===== src/rtl/stc_pkg.sv =====
// Shared types and constants for the spanning tree counter.
// Used by the front end, the elimination engine and the top level.
`timescale 1ns / 1ps
`default_nettype none

package stc_pkg;

   localparam int ROWS    = 16;
   localparam int IDX_W   = 4;
   localparam int VAL_W   = 64;
   localparam int PROD_W  = 128;
   localparam int COUNT_W = 56;
   localparam int VCNT_W  = 5;

   localparam logic [COUNT_W-1:0] COUNT_MAX = {COUNT_W{1'b1}};

   typedef struct packed {
      logic [IDX_W-1:0]             last_idx;
      logic [ROWS-1:0][ROWS-1:0]    adj;
   } job_type;

   typedef struct packed {
      logic [COUNT_W-1:0] tree_count;
      logic               disconnected;
   } result_type;

endpackage

`default_nettype wire


===== src/rtl/stc_front.sv =====
// Front end: loads adjacency rows and hands a finished graph to the engine.
// Depends on stc_pkg.
`timescale 1ns / 1ps
`default_nettype none

module stc_front #(
   parameter int MAX_VERTICES = 16
) (
   input  wire logic                         clock,
   input  wire logic                         reset,
   input  wire logic [stc_pkg::VCNT_W-1:0]   vertex_count,
   input  wire logic                         push,
   output logic                              full,
   input  wire logic [stc_pkg::ROWS-1:0]     adjacency_row,
   input  wire logic                         last_row,
   output logic                              job_push,
   output stc_pkg::job_type                  job,
   input  wire logic                         job_full
);

   import stc_pkg::*;

   logic [ROWS-1:0]   rows_ff [MAX_VERTICES];
   logic [VCNT_W-1:0] rows_loaded_ff, rows_loaded_in;
   logic [VCNT_W-1:0] n_eff;
   logic              accept, load;

   always_comb begin
      if (vertex_count == '0) begin
         n_eff = VCNT_W'(1);
      end else if (vertex_count > VCNT_W'(MAX_VERTICES)) begin
         n_eff = VCNT_W'(MAX_VERTICES);
      end else begin
         n_eff = vertex_count;
      end
   end

   assign full     = job_full;
   assign accept   = push && !job_full;
   assign load     = accept && (rows_loaded_ff < n_eff);
   assign job_push = accept && last_row;

   always_comb begin
      job.last_idx = IDX_W'(n_eff - 1'b1);
      for (int r = 0; r < ROWS; r++) begin
         if (r < MAX_VERTICES && VCNT_W'(r) < rows_loaded_ff) begin
            job.adj[r] = rows_ff[r];
         end else if (VCNT_W'(r) == rows_loaded_ff && load) begin
            job.adj[r] = adjacency_row;
         end else begin
            job.adj[r] = '0;
         end
      end
   end

   always_comb begin
      rows_loaded_in = rows_loaded_ff;
      if (job_push) begin
         rows_loaded_in = '0;
      end else if (load) begin
         rows_loaded_in = rows_loaded_ff + 1'b1;
      end
   end

   always_ff @(posedge clock) begin
      if (reset) begin
         rows_loaded_ff <= '0;
      end else begin
         rows_loaded_ff <= rows_loaded_in;
      end
   end

   always_ff @(posedge clock) begin
      for (int r = 0; r < MAX_VERTICES; r++) begin
         if (load && rows_loaded_ff == VCNT_W'(r)) begin
            rows_ff[r] <= adjacency_row;
         end
      end
   end

endmodule

`default_nettype wire


===== config.mk =====
export PLATFORM = sky130hd
export DESIGN_NAME = stc_front
export DESIGN_NICKNAME = d
export VERILOG_FILES = /design/src/rtl/stc_pkg.sv /design/src/rtl/stc_front.sv
export SDC_FILE = /design/constraint.sdc
export NUM_CORES = 1
export LEC_CHECK = 0
export ABC_CLOCK_PERIOD_IN_PS = 8300
export BUFFER_PORTS_ARGS = -buffer_cell sky130_fd_sc_hd__buf_4
export CAP_MARGIN = 20
export CORE_MARGIN = 4
export CORE_UTILIZATION = 37
export CTS_BUF_LIST = sky130_fd_sc_hd__clkbuf_16
export DETAILED_ROUTE_END_ITERATION = 10
export PLACE_DENSITY = 0.67
export SLEW_MARGIN = 20
export SYNTH_ARGS = -nofsm -noshare
export SYNTH_HDL_FRONTEND = slang
export SYNTH_SLANG_ARGS = --single-unit

===== constraint.sdc =====
create_clock -name clock -period 8.3 [get_ports clock]
set_input_delay 1.66 -clock clock [delete_from_list [all_inputs] [get_ports clock]]
set_output_delay 1.66 -clock clock [all_outputs]
set_load 0.005 [all_outputs]

# Yosys cells after proc, flatten, opt, wreduce, memory -nomap -nowiden
# Memories as Yosys holds them, arrays and structs flattened.
# Index checks and enable logic that the tools add are counted.
# classes
add_sub_neg	2
magnitude_cmp	18
eq_ne	30
n_mux	111
reduce_logical	53
# ops
operator	n
$mux 16	47
$reduce_or 16->1	15
$mux 4	15
$mux 1	47
$eq 4x5->1 const A	8
$eq 5x4->1 const B	8
$lt 4x5->1 const A	8
$logic_and 1x1->1	34
$eq 3x5->1 const A	4
$eq 5x3->1 const B	4
$lt 3x5->1 const A	4
$eq 2x5->1 const A	2
$eq 5x2->1 const B	2
$logic_not 5->1	2
$lt 1x5->1 const A	2
$lt 2x5->1 const A	2
$mux 5	2
$add 5x1->5 const B	1
$eq 1x5->1 const A	1
$eq 5x1->1 const B	1
$gt 5x5->1 const B	1
$lt 5x5->1	1
$sub 4x1->4 const B	1
$reduce_or 2->1	1
$logic_not 1->1	1
# totals
ff_bits	5
ramBits	256
out_inout_bits	262
elab_cells	216
n_memories	1
# memory_table
name	depth	width	read_ports	rd_ports_with_merged_regs	write_ports	line_no	rtl
rows_ff	16	16	16	0	1	stc_front.sv:23	logic [ROWS-1:0] rows_ff [MAX_VERTICES];

# Logic depth before layout (Yosys ltp)
# depth
ltp_word	24
ltp_mapped	9
mapped_depth_nobuf	7

# Least setup slack after synthesis
# OpenSTA, ideal clock, no wires.
# synth_path
path_type	input to output
start	in vertex_count[4] in the netlist's numbering
end	out job[214] in the netlist's numbering
t_arrival_ps	3444
required_time_ps	6640
setup_slack_ps	3196
cell_stages	8
path_cell_list	inv_1 -> nand2_1 -> ha_1 -> a21oi_1 -> o2111ai_2 -> nor4_4 -> buf_6 -> a22o_1
# synth_rtl
element	line_no	rtl
start: declaration	stc_front.sv:11	input wire logic [stc_pkg::VCNT_W-1:0] vertex_count,
end: declaration	stc_front.sv:17	output stc_pkg::job_type job,

==> load_flow_metrics.sql <==
INSERT INTO impl_metrics (metric_group, metric, value, unit) VALUES
('floorplan', 'design.core.area', '31700', 'µm²'),
('grt', 'overflow', '0', ''),
('hold_path', 'hp-class', 'flip-flop to flip-flop', ''),
('synthesis', 'synth.avg_cell_area', '11.9', 'µm²'),
('power_and_ir_drop', 'switching_share', '21.7', '%'),
('route', 'detail_route.wl_per_cell', '23.8', 'µm'),
('clock_tree', 'hold_buffers', '0', ''),
('synthesis', 'async_reset_ff_share', '0', '%'),
('placement', 'hpwlAfterDp', '24.9', 'mm'),
('clock_tree', 'cts_max_level', '1', ''),
('final_layout', 'antenna_cells_inserted', '0', ''),
('critical_path', 'timing.critical_path.required', '6.64', 'ns'),
('critical_path', 'worst_setup_path_start_kind', 'input port', ''),
('synthesis', 'yosys_register_bits', '261', ''),
('floorplan', 'fp.dieW', '188', 'µm'),
('route', 'routed_wirelength', '39.9', 'mm'),
('clock_tree', 'clock_tree.root_cell', 'sky130_fd_sc_hd__clkbuf_16', ''),
('final_layout', 'summed_area_of_non_filler_cells_in_the_final_layout', '15300', 'µm²'),
('synthesis', 'synth_area', '12000', 'µm²'),
('critical_path', 'worst_path_most_repeated_cell', 'sky130_fd_sc_hd__buf_4', ''),
('route', 'drtIter0Drc', '797', ''),
('floorplan', 'die_height', '188', 'µm'),
('grt', 'antenna_found_initial', '0', ''),
('clock_tree', 'cts-buffers-inserted', '29', ''),
('run_status', 'outcome', 'complete, no violations', ''),
('floorplan', 'fp-row-count', '65', ''),
('clock_tree', 'clk_pin_slew_worst_paths', '0.06', 'ns'),
('grt', 'via_count_of_the_first_global_routing_pass', '9233', ''),
('power_and_ir_drop', 'p_total', '2860', 'µW'),
('placement', 'preCtsSetupSlack', '2.27', 'ns'),
('floorplan', 'initial_utilization', '37.7', '%'),
('final_layout', 'layout.filler_cells', '2845', ''),
('final_layout', 'drive_gt1_share', '30.0', '%'),
('sta', 'maxClockFrequency', '165', 'MHz'),
('clock_tree', 'cts_max_path_buffers', '3', ''),
('sta', 'worst_pin_slew', '1.09', 'ns'),
('power_and_ir_drop', 'power_leakage', '0.00564', 'µW'),
('route', 'detailedRoute.firstPassIterationCount', '4', ''),
('power_and_ir_drop', 'power_frac_comb', '4.6', '%'),
('final_layout', 'areaGrowthSynthToFinish', '28.0', '%'),
('critical_path', 'cp_slowest_stage_delay', '0.44', 'ns'),
('power_and_ir_drop', 'seq_power_share', '50.9', '%'),
('critical_path', 'worst_endpoint_data_arrival_time', '4.42', 'ns'),
('sta', 'worst_slew_margin_rel', '26.9', '%'),
('sta', 'finalSetupTns', '0', 'ns'),
('power_and_ir_drop', 'power.internal', '2240', 'µW'),
('route', 'dr_vias', '9532', ''),
('sta', 'number_of_hold_slack_violations_in_the_final_timing_report', '0', ''),
('floorplan', 'dieArea', '35300', 'µm²'),
('sta', 'final.setup.worst_slack', '2.22', 'ns'),
('sta', 'setup_viols_final', '0', ''),
('critical_path', 'crit_path_top_delay_cell', 'sky130_fd_sc_hd__buf_4', ''),
('synthesis', 'dominantRegCellSynth', 'sky130_fd_sc_hd__edfxtp_1', ''),
('synthesis', 'synth.yosys.seq_area_share', '65.1', '%'),
('clock_tree', 'cts_setup_buffers', '0', ''),
('grt', 'largest_net_degree_at_the_start_of_global_routing', '69', ''),
('grt', 'grt_util_all_layers', '21.3', '%'),
('synthesis', 'synthDistinctLibCells', '46', ''),
('route', 'remaining_drc_errors', '0', ''),
('clock_tree', 'cts_sinks', '261', ''),
('critical_path', 'critical_path_class', 'input port to output pin', ''),
('sta', 'rsz_0062_raised_after_global_routing', 'false', ''),
('route', 'via_per_inst', '5.68', ''),
('critical_path', 'worst_r2r_path_depth', '5', ''),
('hold_path', 'worstHoldPathCells', '2', ''),
('placement', 'port_buffers', '287', ''),
('clock_tree', 'tritoncts_clock_tree', 'built', ''),
('power_and_ir_drop', 'power.density', '187', 'nW/µm²'),
('critical_path', 'timing.critical_path.max_delay_family', 'compound AO/OA/AOI/OAI gates', ''),
('power_and_ir_drop', 'max-vdd-ir-drop', '0.122', 'mV'),
('synthesis', 'synth_enable_flop_cells', '256', '');
==> synthesized netlist by cell type (3+ instances only) <==
| cell type | instances | area [µm²] |
|---|---|---|
| sky130_fd_sc_hd__nand2_1 | 305 | 1140 |
| sky130_fd_sc_hd__buf_1 | 3 | 11.3 |
| sky130_fd_sc_hd__buf_6 | 6 | 67.6 |
| sky130_fd_sc_hd__a32o_1 | 48 | 480 |
| sky130_fd_sc_hd__buf_2 | 21 | 105 |
| sky130_fd_sc_hd__nor3_4 | 3 | 48.8 |
| sky130_fd_sc_hd__buf_4 | 8 | 60.1 |
| sky130_fd_sc_hd__inv_1 | 5 | 18.8 |
| sky130_fd_sc_hd__a22o_1 | 32 | 280 |
| sky130_fd_sc_hd__o31ai_1 | 97 | 728 |
| sky130_fd_sc_hd__nand3_1 | 6 | 30.0 |
| sky130_fd_sc_hd__edfxtp_1 | 256 | 7690 |
| sky130_fd_sc_hd__ha_1 | 8 | 100 |
| sky130_fd_sc_hd__a21oi_1 | 4 | 20.0 |
| sky130_fd_sc_hd__o21ai_0 | 71 | 355 |
| sky130_fd_sc_hd__dfxtp_1 | 5 | 100 |
| sky130_fd_sc_hd__nor2_1 | 18 | 67.6 |
| sky130_fd_sc_hd__clkbuf_1 | 54 | 203 |
| sky130_fd_sc_hd__nor3_1 | 3 | 15.0 |
| sky130_fd_sc_hd__o21ai_1 | 19 | 95.1 |
==> stage by stage <==
step / utilization [%] / cells
finish: 48.3 / 1677
global route: 48.3 / 1677
CTS: 48.2 / 1677
detailed placement: 45.3 / 1625
global placement: 45.2 / 1624
floorplan: - / 1008
==> state kept, by name (all words and copies together), names as in the netlist <==
name,count
rows_ff,256
rows_loaded_ff,5
==> layer usage <==
layer	wire length (µm)	GRT usage [%]
met1	16500	29.1
met2	19200	34.9
met3	2930	3.37
met4	1260	7.28
met5	0	0
==> cell families after synthesis <==
kind of cell / count (synthesis) / share of synthesized area [%]
xor+xnor: 1 / 0.0732
flops: 261 / 65.1
fa+ha+maj: 8 / 0.836
buf+inv: 98 / 3.92
mux: 2 / 0.167
compound gates: 281 / 17.2
simple gates: 357 / 12.7
==> tightest hold or removal path: stages (launching register included) <==
cell                      delay [ns]
sky130_fd_sc_hd__dfxtp_1        0.50
sky130_fd_sc_hd__nand2_1        0.14
sky130_fd_sc_hd__mux2i_1        0.06
==> path summary, 6_finish.rpt <==
check | startpoint | endpoint | slack (ns)
worst min-delay path | rows_loaded_ff[3] | rows_loaded_ff[3] | 0.75
worst min register to register | rows_loaded_ff[3] | rows_loaded_ff[3] | 0.75
worst max register to register | rows_loaded_ff[2] | rows_ff[0][18] | 4.73
worst max-delay path | vertex_count[4] | job[236] | 2.22
==> cells in the final DEF, fill, tap and decap left out, types with 6 or more instances in the layout <==
| cell type | netlist | layout |
|---|---|---|
| sky130_fd_sc_hd__nand3_1 | 6 | 6 |
| sky130_fd_sc_hd__inv_1 | 5 | 11 |
| sky130_fd_sc_hd__a32o_1 | 48 | 48 |
| sky130_fd_sc_hd__a22o_1 | 32 | 32 |
| sky130_fd_sc_hd__nor2_1 | 18 | 15 |
| sky130_fd_sc_hd__edfxtp_1 | 256 | 256 |
| sky130_fd_sc_hd__clkbuf_16 | 0 | 29 |
| sky130_fd_sc_hd__nand2_1 | 305 | 305 |
| sky130_fd_sc_hd__ha_1 | 8 | 8 |
| sky130_fd_sc_hd__o21ai_1 | 19 | 15 |
| sky130_fd_sc_hd__o21ai_0 | 71 | 71 |
| sky130_fd_sc_hd__o31ai_1 | 97 | 97 |
| sky130_fd_sc_hd__clkinv_2 | 0 | 7 |
| sky130_fd_sc_hd__buf_4 | 8 | 306 |
==> power groups by stage <==
stage | Sequential (µW) | Clock (µW) | Combinational (µW)
after floorplan | 1480 | 0 | 54.4
after global placement | 1480 | 0 | 130
after detailed placement | 1480 | 0 | 132
after CTS | 1460 | 1300 | 132
final | 1460 | 1280 | 132
after global routing | 1460 | 1350 | 142
==> area by class of cell <==
| class | count | area [µm²] | area share (%) |
|---|---|---|---|
| clock buffers | 29 | 726 | 4.74 |
| well taps | 402 | 503 | 3.28 |
| multi-input cells | 649 | 3760 | 24.5 |
| inverters | 6 | 22.5 | 0.147 |
| flip-flops and latches | 261 | 7790 | 50.8 |
| clock inverters | 23 | 211 | 1.38 |
| repair buffers | 307 | 2310 | 15.1 |
Note: power is estimated with default switching activity, not from simulation.
