==> config.mk <==
export PLATFORM = sky130hd
export DESIGN_NAME = stc_fifo
export DESIGN_NICKNAME = d
export VERILOG_FILES = /design/src/rtl/stc_fifo.sv
export SDC_FILE = /design/constraint.sdc
export NUM_CORES = 1
export LEC_CHECK = 0
export CAP_MARGIN = 40
export CORE_UTILIZATION = 55
export CTS_CLUSTER_DIAMETER = 100
export DETAILED_ROUTE_END_ITERATION = 12
export DONT_BUFFER_PORTS = 1
export MAX_ROUTING_LAYER = met4
export PLACE_DENSITY = 0.7
export SYNTH_ARGS = -nofsm -noshare
export SYNTH_HDL_FRONTEND = slang
export SYNTH_SLANG_ARGS = --single-unit
==> constraint.sdc <==
create_clock -name clock -period 1.6 [get_ports clock]
set_input_delay 0.16 -clock clock [delete_from_list [all_inputs] [get_ports clock]]
set_output_delay 0.16 -clock clock [all_outputs]
set_load 0.01 [all_outputs]
==> src/rtl/stc_fifo.sv <==
// Small synchronous queue used between front end, engine and result port.
// Depends on nothing else.
`timescale 1ns / 1ps
`default_nettype none

module stc_fifo #(
   parameter int WIDTH = 8,
   parameter int DEPTH = 2
) (
   input  wire logic             clock,
   input  wire logic             reset,
   input  wire logic             push,
   input  wire logic [WIDTH-1:0] wr_data,
   output logic                  full,
   input  wire logic             pop,
   output logic [WIDTH-1:0]      rd_data,
   output logic                  empty
);

   localparam int PTR_W = (DEPTH > 1) ? $clog2(DEPTH) : 1;
   localparam int CNT_W = $clog2(DEPTH + 1);

   logic [WIDTH-1:0] store_ff [DEPTH];
   logic [PTR_W-1:0] wr_ptr_ff, wr_ptr_in;
   logic [PTR_W-1:0] rd_ptr_ff, rd_ptr_in;
   logic [CNT_W-1:0] count_ff, count_in;
   logic             do_push, do_pop;

   assign full    = (count_ff == CNT_W'(DEPTH));
   assign empty   = (count_ff == '0);
   assign do_push = push && !full;
   assign do_pop  = pop && !empty;
   assign rd_data = store_ff[rd_ptr_ff];

   always_comb begin
      wr_ptr_in = wr_ptr_ff;
      rd_ptr_in = rd_ptr_ff;
      count_in  = count_ff;
      if (do_push) begin
         wr_ptr_in = (wr_ptr_ff == PTR_W'(DEPTH - 1)) ? '0 : wr_ptr_ff + 1'b1;
      end
      if (do_pop) begin
         rd_ptr_in = (rd_ptr_ff == PTR_W'(DEPTH - 1)) ? '0 : rd_ptr_ff + 1'b1;
      end
      if (do_push && !do_pop) begin
         count_in = count_ff + 1'b1;
      end else if (do_pop && !do_push) begin
         count_in = count_ff - 1'b1;
      end
   end

   always_ff @(posedge clock) begin
      if (reset) begin
         wr_ptr_ff <= '0;
         rd_ptr_ff <= '0;
         count_ff  <= '0;
      end else begin
         wr_ptr_ff <= wr_ptr_in;
         rd_ptr_ff <= rd_ptr_in;
         count_ff  <= count_in;
      end
   end

   always_ff @(posedge clock) begin
      if (do_push) begin
         store_ff[wr_ptr_ff] <= wr_data;
      end
   end

endmodule

`default_nettype wire

# After elaboration in Yosys (flattened, before gate mapping)
# Memory sizes are Yosys's and may differ from the RTL's. A register that Yosys moved wholly into a read port is not among the register bits.
# Cells that the tools add are included.
[totals]
ff_bits = 4
latch_bits = 0
ramBits = 16
rom_bits = 0
inputBits = 12
out_inout_bits = 10
word_cells = 27
memories = 1
[classes]
add_sub_neg = 4
multipliers = 0
n_div = 0
n_lt_le_gt_ge = 0
eq_ne = 1
shift = 0
muxes = 8
bitwise = 0
n_reduce_logical = 10
[memory_table]
columns = ["name", "depth", "word_bits", "read_ports", "rd_clocked_by_memory_dff", "wr", "line_no", "rtl"]
rows = [
  ["store_ff", 2, 8, 1, 1, 1, "23", "logic [WIDTH-1:0] store_ff [DEPTH];"],
]
[ops]
columns = ["cell", "count"]
rows = [
  ["1-bit two-way mux", 6],
  ["1-bit logical AND", 4],
  ["1-bit zero test", 4],
  ["2-bit two-way mux", 2],
  ["1-bit adder (second input constant)", 2],
  ["2-bit by 1-bit adder with 2-bit output (second input constant)", 1],
  ["2-bit == test (second input constant)", 1],
  ["2-bit zero test", 1],
  ["2-bit nonzero test", 1],
  ["2-bit by 1-bit subtractor with 2-bit output (second input constant)", 1],
]

# Logic depth before layout (Yosys ltp)
# Gate-level depths: netlist of the first run.
[depth]
ltp_word = 7
ltp_mapped = 6
depth_no_buf = 6

# Worst setup path after synthesis of the first run
# No wires, ideal clock.
[synth_path]
path_kind = "register -> register"
start = "reg count_ff[1]"
end = "reg count_ff[1]"
setup_time_ns = 0.070
t_arrival_ns = 1.422
t_required_ns = 1.530
setup_slack_ns = 0.108
path_stages_with_launch = 6
path_buffers = 0
synth_period_minus_slack_ns = 1.492
cell_sequence = "dfxtp_1 nor2b_2 nor2_1 ha_1 or3_1 a21oi_1"
[synth_via]
elab_chain_len = 6
elab_cells_between_ends = 15
classes_between = "add/sub: 2; eq/ne: 1; mux: 2; reduce/logical: 10"
[synth_rtl]
columns = ["item", "line_no", "rtl"]
rows = [
  ["from (decl)", "26", "logic [CNT_W-1:0] count_ff, count_in;"],
  ["from (signal assigned)", "60", "count_ff <= count_in;"],
  ["2-bit == test (*)", "29", "assign full = (count_ff == CNT_W'(DEPTH));"],
  ["named net full", "14", "output logic full,"],
  ["1-bit zero test (*)", "31", "assign do_push = push && !full;"],
  ["1-bit logical AND (*)", "31", ""],
  ["1-bit zero test", "47", "end else if (do_pop && !do_push) begin"],
  ["1-bit logical AND", "47", ""],
  ["2-bit nonzero test (no line)", "-", ""],
]
# Mark *: on every way through the listed nets, which the timed path passes. The rest lies on a longest branch. The select of a mux whose other input is x is not followed.
# A chain may end at the register's enable or synchronous reset.

# Worst setup path after layout of the first run
[layout_path]
start = "reg count_ff[0]"
end = "reg count_ff[1]"
# The elaborated chain is that of the path after synthesis.

==> metrics.txt, run 1 <==
period utilization 0.976; number of remaining DRC errors 0; clock skew 0.00478 ns; relative slew slack 0.762; Unique masters post-synth 13; first-pass GRT wire length 1790 µm; Vias/cell 5.52; RSZ-0062 raised after global routing false; clock sink total 21; post-route cell area 958 µm²; clock buffer depth 2; Core Region 1320 µm²; top cell type's share of synthesized area 0.606; Routed Antenna Nets 0; final hold vios 0; WL/cell 17.1 µm; worst reg2reg path depth 5; Die Area 1600 µm²; Root Buffer clkbuf_4; Syn Nets 63; Mean Syn Cell Area 15.9 µm²; gr usage total 0.194; # rows 13; endpoints failing setup 0; fmax 640 MHz; LEAKAGE 0.347 nW; layout cells sized above 1 0.313; post-synthesis simple-gate area fraction 0.0584; Overflow after GRT 0; Final Net Count 78; H-tree depth 1; total iterations of the first detailed-routing run 2; cell taking the most area after synthesis edfxtp_1; post-synthesis cell count 50; Die W 40.0 µm; Slew Limit Fails 0; worst skew pair latency 0.29 ns; PortBufs 0; Final HPWL DP 892 µm; Power Density 1550 nW/µm²; #FFs+latches synth 21; nature of the critical path endpoint flip-flop; worst r2r dst count_ff[1]$_SDFFE_PP0P_; initial antenna violation count 0; mapped cell area 793 µm²; R2R Path Start count_ff[0]$_SDFFE_PP0P_; hold path endpoint wr_ptr_ff$_SDFFE_PP0N_; Post-Synth XOR/XNOR Area 0.0331; Reg area 583 µm²; commonest non-fill, non-tap cell in the layout edfxtp_1; Worst Hold Class in -> reg; largest net degree at the start of global routing 13; post-synthesis compound-gate area fraction 0.0315; crit path DAT 1.80 ns; Antenna diodes 0; Total Power 1.48 mW; area grow syn2layout 20.8%; mux contribution to synthesized area 0.114; CP max FO 5; Area contributors post-synth edfxtp_1 61%, dfxtp_1 13%, mux2_2 11%, xor2_1 3.3%, nor2_1 2.4%; dpl cell area 815 µm²; commonest cells after routing, fill and taps aside 16 x edfxtp_1, 9 x dlygate4sd3_1, 8 x mux2_2, 5 x nor2_1; Synth Area in Adders 0.0158; Die Y-Extent 40.0 µm; vias in the first global route 392; Peak supply drop 1.03 mV; status completed; Worst-path clk slew 0.11 ns; max_cap viols 0; area taken by multi-input logic gates 216 µm²; WL final 1350 µm; CP Launch Type flip-flop; Worst Hold Depth 3; FF-to-FF setup slack 0.04 ns; CP Class reg -> reg; I/O pin cnt 22; Num CTS Buffers 3; synth warn 0; CP required 1.83 ns; Initial Util 0.602; CTS tree done; main combinational cell family by area after synthesis multiplexers; via count of the routed design 436; Hold Crit Start push; sequential area share after synthesis 0.732; Slew @ Worst Pin 0.357 ns; fin crit period 1.56 ns; GP Congestion 0.664; FILL cells 82; First DRT Iteration DRCs 5
==> synth_stat cells <==
library cell  number
buf_2              1
o21ai_0            3
and2_1             1
xor2_1             3
nor2_1             5
nor2b_2            1
a21oi_1            2
mux2_2             8
ha_1               1
or3_1              2
dfxtp_1            5
inv_1              2
edfxtp_1          16
==> worst max-delay path by stage <==
stage | start | to | cells after the start
2_1_floorplan | count_ff[1]$_SDFFE_PP0P_ | count_ff[1]$_SDFFE_PP0P_ | 5
4_1_cts | count_ff[1]$_SDFFE_PP0P_ | count_ff[1]$_SDFFE_PP0P_ | 5
5_1_grt | count_ff[0]$_SDFFE_PP0P_ | count_ff[1]$_SDFFE_PP0P_ | 5
3_3_place_gp | count_ff[1]$_SDFFE_PP0P_ | count_ff[1]$_SDFFE_PP0P_ | 5
6_report | count_ff[0]$_SDFFE_PP0P_ | count_ff[1]$_SDFFE_PP0P_ | 5
3_5_place_dp | count_ff[1]$_SDFFE_PP0P_ | count_ff[1]$_SDFFE_PP0P_ | 5
==> final cells by class <==
type | count | area share
Multi-Input combinational cell | 26 | 0.226
Tap cell | 15 | 0.0196
Sequential cell | 21 | 0.608
Timing Repair Buffer | 11 | 0.110
Clock buffer | 3 | 0.0235
Clock inverter | 1 | 0.00522
Inverter | 2 | 0.00783
==> per-layer routing <==
| metal | up-vias | wire (µm) | track usage |
|---|---|---|---|
| li1 | 211 | - | - |
| met1 | 206 | 548 | 0.227 |
| met5 | - | 0 | - |
| met4 | 0 | 18 | 0.0776 |
| met3 | 4 | 65 | 0.0500 |
| met2 | 15 | 716 | 0.319 |
==> power breakdown <==
part	switching, mW	total (mW)	internal, mW
Combinational	0.245	0.465	0.220
Sequential	0.0828	0.784	0.701
Clock	0.143	0.236	0.0930
==> cell families (layout without fill, tap and decap cells) <==
kind of cell	Yosys count	count (layout)
mux	8	8
xor+xnor	3	3
fa+ha+maj	1	1
simple gates	9	9
flops	21	21
buf+inv	3	17
compound gates	5	5
==> sequential cells by signal, summed over array words and instances, names as in the netlist, named ones only <==
register and cells:
count_ff 2, store_ff 16, rd_ptr_ff 1, wr_ptr_ff 1
==> timing repair <==
action,CTS,global route
setup buffers,1,0
gates cloned,0,0
gates resized for setup,3,4
hold endpoints to repair,21,0
hold buffers,9,0
endpoints found under the setup margin,1,1
==> per-stage QoR <==
| step | hold slack, ns | utilization | setup TNS (ns) | std cells | setup slack [ns] |
|---|---|---|---|---|---|
| 4_1_cts | 0.185 | 0.719 | 0 | 79 | 0.0210 |
| 3_3_place_gp | 0.231 | 0.618 | 0 | 65 | 0.0756 |
| 6_report | 0.187 | 0.727 | 0 | 79 | 0.0383 |
| 3_5_place_dp | 0.235 | 0.618 | -0.0921 | 65 | -0.0921 |
| 5_1_grt | 0.193 | 0.727 | 0 | 79 | 0.00672 |
| 2_1_floorplan | 0.229 | - | 0 | 50 | 0.108 |
==> worst max-delay path, cell delays in order (launching register included) <==
cell     delay (ns)
dfxtp_2        0.44
nor2b_4        0.08
nor2_1         0.15
ha_2           0.32
or3_4          0.39
a21oi_2        0.13
(Power assumes the default switching activity.)
==> run 2: changes to the inputs <==
==> constraint.sdc (replaced) <==
create_clock -name clock -period 1.9 [get_ports clock]
set_input_delay 0.19 -clock clock [delete_from_list [all_inputs] [get_ports clock]]
set_output_delay 0.19 -clock clock [all_outputs]
set_load 0.01 [all_outputs]
==> run 2 against run 1 <==
Sequential power shrank 17%. Critical path type unchanged. Largest cell class unchanged. Via count shrank 2.1%. Critical path depth is the same.
==> metrics.txt, run 2 (synthesized netlist as in run 1, its figures left out) <==
CTS tree done; largest register by flop count store_ff; Antenna diodes 0 (unchanged); fin crit period 1.74 ns (+0.181 ns); WL/cell 16.3 µm (-4.4%); crit path DAT 1.98 ns (+0.18 ns); final core utilization 0.702 (-0.0256); max FFs per register 16 (unchanged); critical path's largest stage delay 0.40 ns (-0.04 ns); number of remaining DRC errors 0 (unchanged); met2 global-route usage 0.323 (+0.00403); combinational power share 0.271 (-0.042); R2R Path Start count_ff[1]$_SDFFE_PP0P_; GP Congestion 0.654 (-1.5%); Num CTS Buffers 3 (unchanged); dpl ws 0.193 ns (+0.285 ns); # Post-CTS Setup Buffers 0 (-1); GRT met3 Usage 0.0500 (unchanged); commonest cells after routing, fill and taps aside 16 x edfxtp_1, 9 x dlygate4sd3_1, 8 x mux2_2, 5 x nor2_1, 5 x dfxtp_1; relative slew slack 0.758 (-0.00364); Root Buffer clkbuf_4; vias in the first global route 376 (-4.1%); worst reg2reg path depth 5 (unchanged); Routed Antenna Nets 0 (unchanged); Resize count post-CTS 0 (-3); Worst-path clk slew 0.11 ns (about the same); first-pass GRT wire length 1790 µm (unchanged); max_cap viols 0 (unchanged); Slew @ Worst Pin 0.359 ns (+0.00166 ns); worst skew pair latency 0.30 ns (about the same); clock buffer depth 2 (unchanged); Post-Route Setup TNS 0 ns (unchanged); Final Net Count 76 (-2.6%); Peak supply drop 1.05 mV (+2.1%); Vias/cell 5.55 (+0.48%); Power Density 1260 nW/µm² (-18%); RSZ-0062 raised after global routing false; CP Class reg -> reg; Initial Util 0.602 (unchanged); Switching Power 365 µW (-22%); Final WS setup 0.157 ns (+0.119 ns); H-tree depth 1 (unchanged); nature of the critical path endpoint flip-flop; I/O pin cnt 22 (unchanged); Slowest-stage cell, CP dfxtp_1; final hold vios 0 (unchanged); GR Util met1 0.214 (-0.0132); switch share 0.312 (-0.00440); crit path launch count_ff[1]$_SDFFE_PP0P_; initial antenna violation count 0 (unchanged); Die W 40.0 µm (unchanged); GRT Max-Usage Layer met2; CP Cell Sequence nor2b_2 -> nor2_1 -> ha_1 -> or3_1 -> a21oi_1; status completed; First DRT Iteration DRCs 11 (+6); Worst Hold Class in -> reg; commonest non-fill, non-tap cell in the layout edfxtp_1; clock share of power 0.175 (+0.016); gr usage total 0.199 (+0.00448); worst r2r dst count_ff[1]$_SDFFE_PP0P_; Die Area 1600 µm² (unchanged); Top Registers store_ff x16, count_ff x2; total iterations of the first detailed-routing run 4 (+2); CP Launch Type flip-flop; FF-to-FF setup slack 0.16 ns (+0.12 ns); # rows 13 (unchanged); LEAKAGE 0.335 nW (-3.4%); CP required 2.13 ns (+0.30 ns); Overflow after GRT 0 (unchanged); area grow syn2layout 16.6%; WL final 1260 µm (-6.8%); CP max FO 5 (unchanged); crit path to count_ff[1]$_SDFFE_PP0P_; clock skew 0.00218 ns (-0.00260 ns); clock sink total 21 (unchanged); period utilization 0.917 (-0.0586); layout cells sized above 1 0.210 (-0.103); PortBufs 0 (unchanged); largest net degree at the start of global routing 13 (unchanged); fmax 574 MHz (-10%); endpoints failing setup 0 (unchanged); Core Region 1320 µm² (unchanged); Sequential Power Share 0.554 (+0.026); Slew Limit Fails 0 (unchanged); via count of the routed design 427 (-2.1%); internal power 803 µW (-21%); Die Y-Extent 40.0 µm (unchanged); Final HPWL DP 840 µm (-5.9%); hold buffers post-CTS 9 (unchanged)
run 2: critical path, delay by kind of cell (launching register included):
kind / cells / cell delay, ns
compound gates: 1 / 0.17
flops: 1 / 0.40
simple gates: 3 / 0.78
fa+ha+maj: 1 / 0.33
run 2: power by group through the flow:
stage	combinational, mW	sequential (mW)	clock (mW)
4_1_cts	0.313	0.649	0.205
6_report	0.317	0.647	0.204
3_5_place_dp	0.292	0.659	0
2_1_floorplan	0.271	0.625	0
5_1_grt	0.339	0.660	0.223
3_3_place_gp	0.270	0.649	0
run 2: layout make-up:
| type | count | area [µm²] |
|---|---|---|
| sequential | 21 | 581 |
| tap | 15 | 18.8 |
| clock buffer | 3 | 22.5 |
| clock inverter | 1 | 5.00 |
| multi-input combinational | 26 | 200 |
| fill | 83 | 393 |
| inverter | 2 | 7.51 |
| timing repair buffer | 9 | 90.1 |
run 2: worst min-delay path by stage:
stage / end / cells past startpoint / start / slack (ns)
floorplan: count_ff[1]$_SDFFE_PP0P_ / 1 / reset / 0.26
detailed placement: rd_ptr_ff$_SDFFE_PP0P_ / 1 / reset / 0.27
global placement: wr_ptr_ff$_SDFFE_PP0N_ / 1 / reset / 0.26
global route: wr_ptr_ff$_SDFFE_PP0N_ / 3 / push / 0.22
CTS: wr_ptr_ff$_SDFFE_PP0N_ / 3 / push / 0.18
finish: wr_ptr_ff$_SDFFE_PP0N_ / 3 / push / 0.20
run 2: stage by stage:
| step | hold slack, ns | std cells | power, mW | instance area, µm² |
|---|---|---|---|---|
| after detailed placement | 0.265 | 64 | 0.952 | 807 |
| final | 0.195 | 77 | 1.17 | 925 |
| after global routing | 0.222 | 77 | 1.22 | 925 |
| after global placement | 0.261 | 64 | 0.919 | 807 |
| after CTS | 0.182 | 77 | 1.17 | 925 |
| after floorplan | 0.259 | 50 | 0.896 | 793 |
run 2: routing by layer:
metal  vias up  routed length, µm
met2        18                632
li1        208                  -
met3         4                 79
met4         0                 36
met5         -                  0
met1       197                506
==> run 3: changes to the inputs <==
--- a/config.mk
+++ b/config.mk
@@ -6,6 +6,7 @@
 export NUM_CORES = 1
 export LEC_CHECK = 0
 export CAP_MARGIN = 40
+export CORE_MARGIN = 2
 export CORE_UTILIZATION = 55
 export CTS_CLUSTER_DIAMETER = 100
 export DETAILED_ROUTE_END_ITERATION = 12
==> run 3 against run 2 <==
Worst setup slack improved by 0.034 ns. Hold slack got worse by 0.010 ns. Power rose by 0.19%. Count of clock-buffer cells in the layout did not move. Maximum frequency rose by 2.0%. Largest power group unchanged. Non-clock buffer count did not move. Clock skew barely moved. Routed wire length rose by 1.5%.
==> metrics.txt, run 3 (synthesized netlist as in run 1, its figures left out) <==
Slew @ Worst Pin 0.361 ns (+0.00182 ns); commonest non-fill, non-tap cell in the layout edfxtp_1; Total Power 1.17 mW (+0.19%); WL/cell 16.6 µm (+1.5%); RSZ-0062 raised after global routing false; worst reg2reg path depth 6 (+1); Die W 42.0 µm (+5.0%); I/O pin cnt 22 (unchanged); hold buffers post-CTS 9 (unchanged); worst skew pair latency 0.29 ns (about the same); Num CTS Buffers 3 (unchanged); Overflow after GRT 0 (unchanged); number of remaining DRC errors 0 (unchanged); clock skew 0.00215 ns (-0.0000383 ns); gr usage total 0.163 (-0.0354); Final HPWL DP 904 µm (+7.6%); fin cells 77 (unchanged); Peak supply drop 0.856 mV (-19%); endpoints failing setup 0 (unchanged); # Post-CTS Setup Buffers 0 (unchanged); Die Y-Extent 42.0 µm (+5.0%); WL final 1280 µm (+1.5%); CP Class reg -> reg; Worst Hold Class in -> reg; Top Registers store_ff x16, count_ff x2; layout cells sized above 1 0.210 (unchanged); first-pass GRT wire length 1950 µm (+8.8%); CP required 2.12 ns (about the same); Reg area 581 µm² (unchanged); Post-Route Setup TNS 0 ns (unchanged); clock sink total 21 (unchanged); Antenna diodes 0 (unchanged); status completed; clock share of power 0.170 (-0.005); commonest cells after routing, fill and taps aside 16 x edfxtp_1, 9 x dlygate4sd3_1, 8 x mux2_2, 5 x nor2_1, 5 x dfxtp_1; LEAKAGE 0.335 nW (unchanged); CP Launch Type flip-flop; Root Buffer clkbuf_4; Vias/cell 5.55 (unchanged); area grow syn2layout 16.6% (unchanged); GP Congestion 0.721 (+10%); via count of the routed design 427 (unchanged); final core utilization 0.702 (unchanged); fmax 585 MHz (+2.0%); largest net degree at the start of global routing 13 (unchanged); vias in the first global route 450 (+20%); Die Area 1760 µm² (+10%); Resize count post-CTS 0 (unchanged); Routed Antenna Nets 0 (unchanged); CTS tree done; max_cap viols 0 (unchanged); Sequential Power Share 0.555 (about the same); initial antenna violation count 0 (unchanged); area taken by multi-input logic gates 200 µm² (unchanged); Switching Power 367 µW (+0.70%); nature of the critical path endpoint flip-flop; fin crit period 1.71 ns (-0.0336 ns); H-tree depth 1 (unchanged); switch share 0.314 (+0.00157); Power Density 1270 nW/µm² (+0.19%); total iterations of the first detailed-routing run 4 (unchanged); period utilization 0.900 (-0.0177); Core Region 1320 µm² (unchanged); Final Net Count 76 (unchanged); Slew Limit Fails 0 (unchanged); First DRT Iteration DRCs 7 (-4); crit path DAT 1.93 ns (-0.05 ns); combinational power share 0.276 (+0.005); PortBufs 0 (unchanged); # rows 13 (unchanged); largest register by flop count store_ff; placed cells 64 (unchanged); relative slew slack 0.759 (+0.00131); max FFs per register 16 (unchanged); Initial Util 0.602 (unchanged); final hold vios 0 (unchanged); Worst-path clk slew 0.11 ns (about the same); clock buffer depth 2 (unchanged); Worst Hold Depth 3 (unchanged); internal power 803 µW (about the same); FILL cells 90 (+8.4%); CP max FO 5 (unchanged)
-- run 3: cell counts in the layout (fill, tap and decap cells not counted) --
No cell type changed its count.
-- run 3: routing by layer --
layer,wire length [µm],GRT usage
met1,474,0.158
met2,706,0.294
met3,87,0.0474
met4,7,0.0774
met5,0,-
-- run 3: power by group through the flow --
stage | clock, mW | combinational [mW] | sequential [mW]
2_1_floorplan | 0 | 0.271 | 0.625
3_3_place_gp | 0 | 0.272 | 0.650
3_5_place_dp | 0 | 0.300 | 0.659
4_1_cts | 0.202 | 0.321 | 0.649
5_1_grt | 0.226 | 0.350 | 0.658
6_report | 0.198 | 0.322 | 0.649
-- run 3: worst paths after layout --
check	startpoint	endpoint	slack [ns]
setup reg to reg	count_ff[1]$_SDFFE_PP0P_	count_ff[1]$_SDFFE_PP0P_	0.19
hold / removal	push	wr_ptr_ff$_SDFFE_PP0N_	0.19
setup / recovery	count_ff[1]$_SDFFE_PP0P_	count_ff[1]$_SDFFE_PP0P_	0.19
hold reg to reg	wr_ptr_ff$_SDFFE_PP0N_	wr_ptr_ff$_SDFFE_PP0N_	0.51
-- run 3: per-stage QoR --
step	hold slack, ns	setup slack (ns)	area [µm²]
after floorplan	0.259	0.408	793
after global placement	0.260	0.366	807
after detailed placement	0.266	0.246	807
after CTS	0.179	0.222	925
after global routing	0.218	0.150	925
final	0.185	0.190	925
-- run 3: cell type report --
cell class,instances,area share
flip-flops and latches,21,0.628
multi-input cells,26,0.217
repair buffers,9,0.0974
clock buffers,3,0.0244
well taps,15,0.0203
inverters,2,0.00812
clock inverters,1,0.00541
-- run 3: worst max-delay path, cell delays in order (launching register included) --
cell and delay (ns):
dfxtp_1 0.39, nor2b_2 0.28, nor2_1 0.10, ha_1 0.22, xor2_1 0.17, or3_1 0.32
a21oi_1 0.17
